$ cat config.mk
export PLATFORM = sky130hd
export DESIGN_NAME = bis_cell
export DESIGN_NICKNAME = d
export VERILOG_FILES = /design/src/bis_pkg.sv /design/src/bis_cell.sv
export SDC_FILE = /design/constraint.sdc
export NUM_CORES = 1
export LEC_CHECK = 0
export ABC_AREA = 1
export BUFFER_PORTS_ARGS = -buffer_cell sky130_fd_sc_hd__buf_2
export CORE_ASPECT_RATIO = 0.75
export CORE_MARGIN = 3
export CORE_UTILIZATION = 51
export DETAILED_ROUTE_END_ITERATION = 10
export GPL_TIMING_DRIVEN = 0
export PLACE_DENSITY = 0.95
export SKIP_LAST_GASP = 1
export SLEW_MARGIN = 20
export SYNTH_ARGS = -nofsm -noshare
export SYNTH_HDL_FRONTEND = slang
export SYNTH_SLANG_ARGS = --single-unit
$ cat constraint.sdc
create_clock -name i_clk -period 4.3 [get_ports i_clk]
set_input_delay 0.645 -clock i_clk [delete_from_list [all_inputs] [get_ports i_clk]]
set_output_delay 0.645 -clock i_clk [all_outputs]
set_load 0.02 [all_outputs]
$ cat src/bis_pkg.sv
`timescale 1ns / 1ps

package bis_pkg;

    // Default number of cells in the store.
    localparam int unsigned BIS_CAPACITY = 128;

    // Field widths fixed by the interface.
    localparam int unsigned DATA_W = 32;
    localparam int unsigned CNT_W  = 8;

    // Capacity limit after reset.
    localparam logic [CNT_W-1:0] LIMIT_RESET = 8'd128;

    // Operation codes carried by the mode field of a request.
    typedef enum logic [2:0] {
        MODE_INSERT  = 3'd0,
        MODE_REMOVE  = 3'd1,
        MODE_QUERY   = 3'd2,
        MODE_RESTART = 3'd3,
        MODE_NEXT    = 3'd4
    } t_mode;

    // Broadcast from the controller to every cell of the row.
    typedef struct packed {
        logic              eval;    // compare the key and sample the iterator pick
        logic [DATA_W-1:0] key;     // value under test
        logic [CNT_W-1:0]  count;   // current element count
        logic [CNT_W-1:0]  iter;    // current iterator position
        logic              write;   // store the key at position count
        logic              shift;   // take the right neighbor's value where flagged
    } t_cell_ctrl;

endpackage

$ cat src/bis_cell.sv
`timescale 1ns / 1ps

module bis_cell #(
    parameter int unsigned IDX = 0
) (
    input  logic                       i_clk,
    input  bis_pkg::t_cell_ctrl        i_ctrl,
    input  logic [bis_pkg::DATA_W-1:0] i_next_value,
    input  logic                       i_shift_here,
    output logic [bis_pkg::DATA_W-1:0] o_value,
    output logic                       o_match,
    output logic [bis_pkg::DATA_W-1:0] o_pick
);
    import bis_pkg::*;

    // Position of this cell, and whether the count field can reach it at all.
    localparam bit               IDX_REACH = (IDX < (1 << CNT_W));
    localparam logic [CNT_W-1:0] IDX_L     = CNT_W'(IDX);

    logic [DATA_W-1:0] r_value;
    logic              r_match;
    logic [DATA_W-1:0] r_pick;
    logic              occupied;

    // A cell holds a live element when its position is below the count.
    assign occupied = IDX_REACH && (i_ctrl.count > IDX_L);

    // Compare against the broadcast key and sample the entry under the iterator.
    always_ff @(posedge i_clk) begin
        if (i_ctrl.eval) begin
            r_match <= occupied && (r_value == i_ctrl.key);
            if (occupied && (i_ctrl.iter == IDX_L)) begin
                r_pick <= r_value;
            end else begin
                r_pick <= '0;
            end
        end
    end

    // Append at the tail on insert, or close the gap on remove.
    always_ff @(posedge i_clk) begin
        if (i_ctrl.write && IDX_REACH && (i_ctrl.count == IDX_L)) begin
            r_value <= i_ctrl.key;
        end else if (i_ctrl.shift && i_shift_here) begin
            r_value <= i_next_value;
        end
    end

    assign o_value = r_value;
    assign o_match = r_match;
    assign o_pick  = r_pick;

endmodule

==> results.py <==
metrics = {
    "sta": {
        "hold_viol_final": 0,
        "worst_pin_slew_ps": 813,
        "rsz0062_at_grt": "false",
        "skew_ps": 8.65,
        "holdWs_ps": 568,
        "totalNegativeSetupSlack_ps": 0,
        "timing.fmax_mhz": 447,
        "max-slew-margin-rel_pct": 45.6,
        "min_period_ps": 2240,
        "finalMaxSlewViolations": 0,
        "setup_violations": 0,
        "min_period_over_period_pct": 52.0,
    },
    "finish": {
        "drive_gt1_share_pct": 36.7,
        "diodes": 0,
        "fin_util_pct": 71.3,
        "fillers": 485,
        "area_delta_synth_final_pct": 31.1,
        "fin_nets": 595,
    },
    "hold_path": {
        "worstHoldStart": "i_next_value[30]",
        "hold_class": "in2reg",
    },
    "clocking": {
        "cts_setup_buffers": 0,
        "worstSkewPairLatency_ps": 340,
        "cts_root_buffer": "clkbuf_8",
        "cts_htree_levels": 3,
        "clock_sinks": 65,
        "post_cts_resized": 0,
        "cts_buffers": 9,
        "tritoncts": "yes",
        "postCtsHoldBufs": 0,
        "clockBufferDepth": 2,
        "clkTransAtPathRegs_ps": 80,
    },
    "route": {
        "ant_nets": 0,
        "drc": 0,
        "wl_mm": 8.71,
        "via_count": 2975,
        "drt-vias-per-instance": 5.02,
        "wl_per_cell_um": 14.7,
        "drtPass1Iterations": 5,
        "drt_iter0_markers": 179,
    },
    "synthesis": {
        "synthMuxAreaShare_pct": 0,
        "synthTopCellsByArea": "edfxtp_1 (60%), nand2_1 (13%), inv_1 (6.0%)",
        "synthFlopType": "edfxtp_1",
        "ys_warn_count": 0,
        "synth_top_family_by_area": "simple AND/OR/NAND/NOR gates",
        "synth_top_area_share_pct": 59.8,
        "synth-simple-area-share_pct": 25.6,
        "synthesis.nets": 435,
        "syn_area_um2": 3260,
        "synth_top_area_cell": "edfxtp_1",
        "synth_xor_area_share_pct": 2.95,
        "synthAdderAreaFrac_pct": 0,
        "synth_seq_area_share_pct": 59.8,
        "synth_edf_count": 65,
        "syn-mean-instance-area_um2": 9.33,
        "synthArstFlopShare_pct": 0,
        "ys_ff_latch": 65,
        "syn_inst": 350,
        "synth_compound_area_share_pct": 3.07,
        "synth_cell_types": 17,
        "yosysMostFrequentCell": "nand2_1",
        "synth_common_cells": "nand2_1 (117), edfxtp_1 (65), inv_1 (52)",
    },
    "global_route": {
        "grt_max_degree": 34,
        "grt_pass1_vias": 2820,
        "grt_use_total_pct": 23.7,
        "grt-ovfl-total": 0,
        "antenna_found_initial": 0,
        "grt_pass1_wl_mm": 13.3,
    },
    "critical_path": {
        "cp_slowest_cell": "nand2_2",
        "startpoint": "i_ctrl[17]",
        "path_common_cell": "buf_2",
        "start_kind": "input pin",
        "crit_type": "in2reg",
        "reg2reg_slack_ps": 2990,
        "crit_buf_inv": 2,
        "crit_chain": "buf_2 -> nor2_1 -> nand2_1 -> nor2_4 -> nand2_4 -> buf_2 -> nand2_2",
        "critPathCaptureType": "flop",
        "critical-path-top-delay-family": "simple AND/OR/NAND/NOR gates",
        "slowest_delay_ps": 620,
        "cp_max_fo": 32,
        "rr_startpoint": "o_value[10]$_DFFE_PP_",
        "required_ps": 4260,
        "worst_ep_arrival_time_ps": 2200,
    },
    "floorplanning": {
        "start_util_pct": 54.4,
        "die_area_um2": 7410,
        "core-area_um2": 6010,
        "die_x_um": 98.4,
        "num_rows": 24,
        "io_pins": 150,
        "die_y_um": 75.3,
    },
    "run_status": {
        "status": "complete, no violations",
    },
    "run": {
        "cap_violations": 0,
    },
    "power": {
        "powerDensity_nw_per_um2": 329,
        "peakVddDrop_uv": 222,
        "p_leak_nw": 2.26,
    },
    "placement": {
        "dp_hpwl_mm": 6.65,
        "port_buffers": 149,
        "place.gp.congestion": 0.846,
    },
}
[metal layers]
| layer | vias to the layer above | global-route usage, % | routed length (um) |
|---|---|---|---|
| li1 | 1426 | - | - |
| met1 | 1371 | 29.3 | 3430 |
| met2 | 169 | 41.1 | 4260 |
| met3 | 9 | 7.87 | 950 |
| met4 | 0 | 5.61 | 78 |
| met5 | - | 0 | 0 |
[stage by stage]
stage               setup slack (ps)  total power, mW  area, um2  instances
detailed placement              1720            0.968       4110        577
global placement                1260            0.959       4110        577
global route                    1910             1.47       4280        593
finish                          2060             1.41       4280        593
floorplan                       1950            0.868       3260        350
CTS                             2080             1.42       4280        593
[worst reg2reg max path, cell delays in order, from the launching register on]
cell and delay, ps:
edfxtp_1 400, inv_1 90, nand2_1 60, nand2_1 50, nor2_1 110, nand2_1 60, nor2_1 170, nand3_1 120
nor2_1 110
[layout make-up]
cell class              instances  area, um2  area share (%)
clock inverters                 7       45.0            1.05
multi-input cells             223       1030            24.2
clock buffers                   9        124            2.89
inverters                      52        195            4.56
well taps                      78       97.6            2.28
repair buffers                149        746            17.4
plain buffers                  10       86.3            2.02
flip-flops and latches         65       1950            45.6
[sequential cells by signal, indices dropped and copies added, names as in the netlist]
register  cells
o_match       1
o_pick       32
o_value      32
[layout by cell type (no fill, tap or decap), drive strengths merged, types with 2 or more instances in the layout]
master    count
buf         158
nand2       118
edfxtp       65
inv          54
nor2         54
o21ai        20
nand3        16
xnor2        10
clkbuf       10
clkinv        3
nor4          2
clkinvlp      2
[cells by family after synthesis]
logic type	count (synthesis)
AND/OR/NAND/NOR	192
buffers and inverters	62
XOR/XNOR	11
AO/OA/AOI/OAI	20
flip-flops	65
[final timing paths]
kind              depth (start not counted)                       end
setup reg to reg                          8         o_match$_DFFE_PP_
hold / removal                            3     o_value[30]$_DFFE_PP_
setup / recovery                          7      o_value[5]$_DFFE_PP_
hold reg to reg                           2  o_pick[25]$_SDFFCE_PN0P_
[power by group]
| part | switching [mW] | internal (mW) | leakage (nW) |
|---|---|---|---|
| clock | 0.245 | 0.208 | 0.0811 |
| combinational | 0.126 | 0.0785 | 1.53 |
| sequential | 0.0196 | 0.730 | 0.655 |
Note: power is estimated with default switching activity, not from simulation.
