## config.mk

```make
export PLATFORM = sky130hd
export DESIGN_NAME = bis_prefix
export DESIGN_NICKNAME = d
export VERILOG_FILES = /design/src/bis_prefix.sv
export SDC_FILE = /design/constraint.sdc
export NUM_CORES = 1
export LEC_CHECK = 0
export ABC_AREA = 0
export BUFFER_PORTS_ARGS = -buffer_cell sky130_fd_sc_hd__buf_2
export CAP_MARGIN = 20
export CORE_AREA = 2 2 99 101
export DETAILED_ROUTE_END_ITERATION = 16
export DIE_AREA = 0 0 101 103
export GPL_TIMING_DRIVEN = 0
export SLEW_MARGIN = 30
export SYNTH_ARGS = -nofsm -noshare
export SYNTH_HDL_FRONTEND = slang
export SYNTH_SLANG_ARGS = --single-unit
```

## constraint.sdc

```tcl
create_clock -name vclk -period 3.6
set_input_delay 0.72 -clock vclk [all_inputs]
set_output_delay 0.72 -clock vclk [all_outputs]
set_load 0.005 [all_outputs]
```

## src/bis_prefix.sv

```systemverilog
`timescale 1ns / 1ps

module bis_prefix #(
    parameter int unsigned N = 128
) (
    input  logic [N-1:0] i_bits,
    output logic [N-1:0] o_prefix
);
    // Inclusive prefix OR, built as a log-depth network.
    localparam int unsigned LVLS = $clog2(N);

    logic [LVLS:0][N-1:0] lvl;

    assign lvl[0] = i_bits;

    // Each level folds in the value from a distance of twice the previous one.
    for (genvar k = 0; k < LVLS; k++) begin : g_lvl
        for (genvar i = 0; i < N; i++) begin : g_bit
            if (i >= (1 << k)) begin : g_fold
                assign lvl[k+1][i] = lvl[k][i] | lvl[k][i-(1<<k)];
            end else begin : g_pass
                assign lvl[k+1][i] = lvl[k][i];
            end
        end
    end

    assign o_prefix = lvl[LVLS];

endmodule

```

==> impl_metrics.yaml, run 1 <==
place:
  place_ws_ns: -0.156
  gp_congestion: 0.842
  io_buffers: 256
  post-dp-hpwl_um: 10200
finish:
  clkbuf_count: 0
  nets: 722
  register_area_um2: 0
  area_growth_syn_to_layout_pct: 88.1
  design.seq.count: 0
  fill_cells: 1086
  finish.utilization_pct: 37.1
  drive_gt1_share_pct: 53.0
  antenna_cells: 0
synth:
  ys_types: 35
  syn-num-nets: 454
  synth_area_mm2: 0.00186
  synth_cells: 326
  synth_warnings: 0
  synth-seq-area-share_pct: 0
  syn-mean-instance-area_um2: 5.72
global_routing:
  first_global_vias: 3284
  grt_use_met1_pct: 26.0
  grt_util_met3_pct: 3.05
  grt_util_all_layers_pct: 20.0
  grt_first_pass_wirelength_um: 16700
  met2_usage_pct: 36.1
  busiest_layer: "met2"
  grt_max_degree: 11
  grt_overflow_total: 0
  antenna_found_initial: 0
sta:
  final_hold_viol_count: 0
  fin_crit_ns: 3.51
  fmax_ghz: 0.285
  setup_viol: 0
  worst_pin_slew_ns: 0.650
  fin_crit_sh_pct: 97.5
  slew_headroom_pct: 56.2
  grt_setup_unrepaired: "no"
  setup_tns_ns: 0
  finalHoldWorstSlack_ns: 1.71
  fin_ws_ns: 0.0893
  slew_violations: 0
floorplanning:
  fp.dieW_um: 101
  core-area_mm2: 0.00946
  die_area_mm2: 0.0104
  num_rows: 36
  initial_core_util_pct: 19.7
  io_pins: 256
  die_y_um: 103
pwr:
  power.density_mw_per_mm2: 44.3
  leakage_nw: 1.28
  ir_drop_mv: 0.0270
flow_run:
  max_cap_viol_count: 0
worst_setup_path:
  critPathLaunch: "i_bits[14]"
  crit_slowest_cell: "or4_4"
  critPathMaxFanout: 5
  start_kind: "primary input"
  cp_data_required_time_ns: 2.88
  max_stage_delay_ns: 0.57
  cp_data_arrival_time_ns: 2.79
  critical_path_class: "primary input to primary output"
  endpoint_kind: "primary output"
  path_cells: "buf_2 -> or4_4 -> nor4_4 -> buf_4 -> nand2_4 -> nor4_4 -> nand3b_1 -> buf_2"
detailed_routing:
  drtAntennaViolNets: 0
  drt-pass1-iter-count: 6
  dr_total_vias: 3622
  routed_wl_um: 11500
  wire_per_inst_um: 16.3
  vias_per_cell: 5.13
  drt_iter0_drc: 210
  route.detailed.drc: 0
run_status:
  status: "complete, no violations"
min_path:
  hp-start: "i_bits[10]"
  hold_path_class: "primary input to primary output"
metrics by stage:
step / power, mW / cells / area (um^2)
final: 0.155 / 706 / 3510
after global routing: 0.171 / 706 / 3510
after CTS: 0.151 / 699 / 3370
after detailed placement: 0.150 / 696 / 3290
after global placement: 0.146 / 696 / 3290
after floorplan: 0.0366 / 326 / 1860
power breakdown:
part | internal [mW] | switching (mW) | total, mW
sequential | 0 | 0 | 0
combinational | 0.0712 | 0.0843 | 0.155
clock | 0 | 0 | 0
total | 0.0712 | 0.0843 | 0.155
cells in the final DEF (no fill, tap or decap), types with 3 or more instances in the layout:
master,n
and3_1,3
and4_1,4
buf_2,256
buf_4,11
buf_6,3
inv_1,17
nand2_1,48
nand2b_1,5
nand3_1,32
nand3b_1,7
nand4_1,16
nand4b_1,4
nor2_1,56
nor3_1,23
nor3_2,4
nor4_1,20
nor4_4,5
nor4b_2,4
or2_2,13
or3_1,12
or4_1,20
final timing paths:
kind	cells past startpoint	slack, ns	end
max	8	0.09	o_prefix[108]
min	3	1.71	o_prefix[10]
routing by layer:
metal | up-vias | routed length [um]
met2 | 190 | 5790
met3 | 20 | 838
li1 | 1765 | -
met1 | 1647 | 4740
met5 | - | 0
met4 | 0 | 166
repair_timing:
item                       in CTS  in global routing
setup endpoints to repair      38                 52
resized for setup               9                 14
buffers inserted                3                  7
pin swaps                       3                  5
hold buffers                    0                  0
area by class of cell:
| class | count | area, um^2 | share of cell area (%) |
|---|---|---|---|
| buffer | 7 | 56.3 | 1.61 |
| inverter | 18 | 67.6 | 1.93 |
| multi-input combinational | 301 | 1870 | 53.4 |
| tap | 114 | 143 | 4.07 |
| timing repair buffer | 266 | 1370 | 39.0 |
worst max-delay path, delay by kind of cell:
| kind | cells | cell delay, ns |
|---|---|---|
| and+or+nand+nor | 5 | 1.61 |
| buffers and inverters | 3 | 0.45 |
kinds of logic after synthesis:
kind of cell,synth area share [%]
simple gates,94.0
buf+inv,5.97
cell usage after synthesis, types with 2 or more instances:
cell type | instances | area, um^2
nand4b_1 | 4 | 35.0
nor4b_1 | 6 | 52.6
nand3_4 | 2 | 35.0
nand3b_1 | 7 | 52.6
buf_2 | 2 | 10.0
or3_1 | 12 | 75.1
nor3b_1 | 3 | 22.5
nor2_1 | 57 | 214
nand2_1 | 48 | 180
nand3_1 | 34 | 170
nand4_1 | 16 | 100
buf_4 | 2 | 15.0
and4b_1 | 2 | 20.0
nor3_1 | 27 | 135
nor4_1 | 22 | 138
or4_4 | 2 | 22.5
nand2b_1 | 5 | 31.3
and2_1 | 2 | 12.5
clkbuf_1 | 2 | 7.51
or2_2 | 13 | 81.3
or4_1 | 20 | 150
and3_1 | 3 | 18.8
and4_1 | 4 | 35.0
inv_1 | 17 | 63.8
nor4_4 | 4 | 85.1
Note: power is estimated with default switching activity, not from simulation.
==> run 2: changes to the inputs <==
GPL_TIMING_DRIVEN = default   (was 0)
clock period = 4.5 ns   (was 3.6 ns; I/O delays follow)
==> run 2 against run 1 <==
Power fell by 23%. Clock-buffer cell count did not move. Combinational power fell by 23%. Global-route usage fell by 0.30 points. Critical path depth fell by 1. Worst hold slack improved by 0.31 ns. Sequential share of layout area did not move. Cell count fell by 0.57%. Wire length fell by 1.4%. Cell area fell by 4.5%. Critical path type unchanged. Critical endpoint is now o_prefix[70]. Highest routed layer unchanged.
==> impl_metrics.yaml, run 2 (synthesis results as in run 1) <==
worst_setup_path:
  path_cells: "buf_2 -> or4_4 -> and4b_1 -> nand3_4 -> nor4_4 -> nand3_1 -> buf_2"
  crit_top_cell: "buf_2"
  max_stage_delay_ns: 0.60
  cp_data_required_time_ns: 3.60
  cp_data_arrival_time_ns: 3.05
  critical_path_class: "primary input to primary output"
  crit_family: "simple AND/OR/NAND/NOR gates"
  critPathMaxFanout: 9
  start_kind: "primary input"
  path_buf_inv: 2
  crit_slowest_cell: "nor4_4"
  endpoint_kind: "primary output"
finish:
  clkbuf_count: 0
  antenna_cells: 0
  register_area_um2: 0
  drive_gt1_share_pct: 50.5
  layout_common_cells: "buf_2, nor2_1, nand2_1"
  finish.utilization_pct: 35.4
  nets: 718
  fin_area_mm2: 0.00335
  fill_cells: 1091
  layoutNonFillerInstCount: 702
  final_common_cell: "buf_2"
  area_growth_syn_to_layout_pct: 79.7
  design.seq.count: 0
place:
  numPlacedInstances: 702
  post-dp-hpwl_um: 10200
  gp_congestion: 0.876
  io_buffers: 256
  place_area_mm2: 0.00335
sta:
  worst_pin_slew_ns: 0.706
  final_hold_viol_count: 0
  grt_setup_unrepaired: "no"
  fin_crit_ns: 3.95
  fin_crit_sh_pct: 87.8
  slew_violations: 0
  slew_headroom_pct: 52.5
  fmax_ghz: 0.253
  setup_viol: 0
  setup_tns_ns: 0
global_routing:
  antenna_found_initial: 0
  first_global_vias: 3215
  grt_max_degree: 21
  grt_util_all_layers_pct: 19.7
  grt_overflow_total: 0
  grt_first_pass_wirelength_um: 16400
floorplanning:
  core-area_mm2: 0.00946
  num_rows: 36
  initial_core_util_pct: 19.7
  io_pins: 256
  fp.dieW_um: 101
  die_y_um: 103
  die_area_mm2: 0.0104
detailed_routing:
  routed_wl_um: 11400
  drt-pass1-iter-count: 5
  route.detailed.drc: 0
  drt_iter0_drc: 126
  vias_per_cell: 5.09
  dr_total_vias: 3570
  drtAntennaViolNets: 0
  wire_per_inst_um: 16.2
pwr:
  leakage_nw: 1.22
  power.density_mw_per_mm2: 35.9
  ir_drop_mv: 0.0224
run_status:
  status: "complete, no violations"
clocking:
  post_cts_buffers: 0
  ctsHoldBuffers: 0
  cts_resized: 0
flow_run:
  max_cap_viol_count: 0
min_path:
  hold_path_class: "primary input to primary output"
## run 2: report_power, final
part	leakage [nW]	total, mW	switching [mW]	internal, mW
clock	0	0	0	0
sequential	0	0	0	0
combinational	1.22	0.120	0.0642	0.0562
total	1.22	0.120	0.0642	0.0562
## run 2: path summary, 6_finish.rpt
path | startpoint | end | depth (start not counted) | slack (ns)
max | i_bits[0] | o_prefix[70] | 7 | 0.55
min | i_bits[0] | o_prefix[0] | 2 | 2.02
## run 2: area by class of cell
class | count | area (um^2) | share of cell area [%]
inverter | 18 | 67.6 | 2.02
timing repair buffer | 269 | 1380 | 41.2
multi-input combinational | 301 | 1760 | 52.6
tap | 114 | 143 | 4.26
## run 2: layer usage
metal  vias to the layer above  track usage (%)  part of all wire (%)
li1                       1760                -                     -
met1                      1626             26.4                    43
met2                       178             36.2                    50
met3                         6             1.22                   5.9
met4                         0             1.35                  0.62
met5                         -                0                     0
## run 2: metrics by stage
step                      setup slack (ns)  hold slack (ns)  total power, mW
final                                0.547             2.02            0.120
after global routing                 0.315             2.04            0.132
after CTS                            0.481             2.02            0.119
after detailed placement             0.481             2.02            0.119
after global placement               0.520             2.01            0.117
after floorplan                      0.976             1.87           0.0293
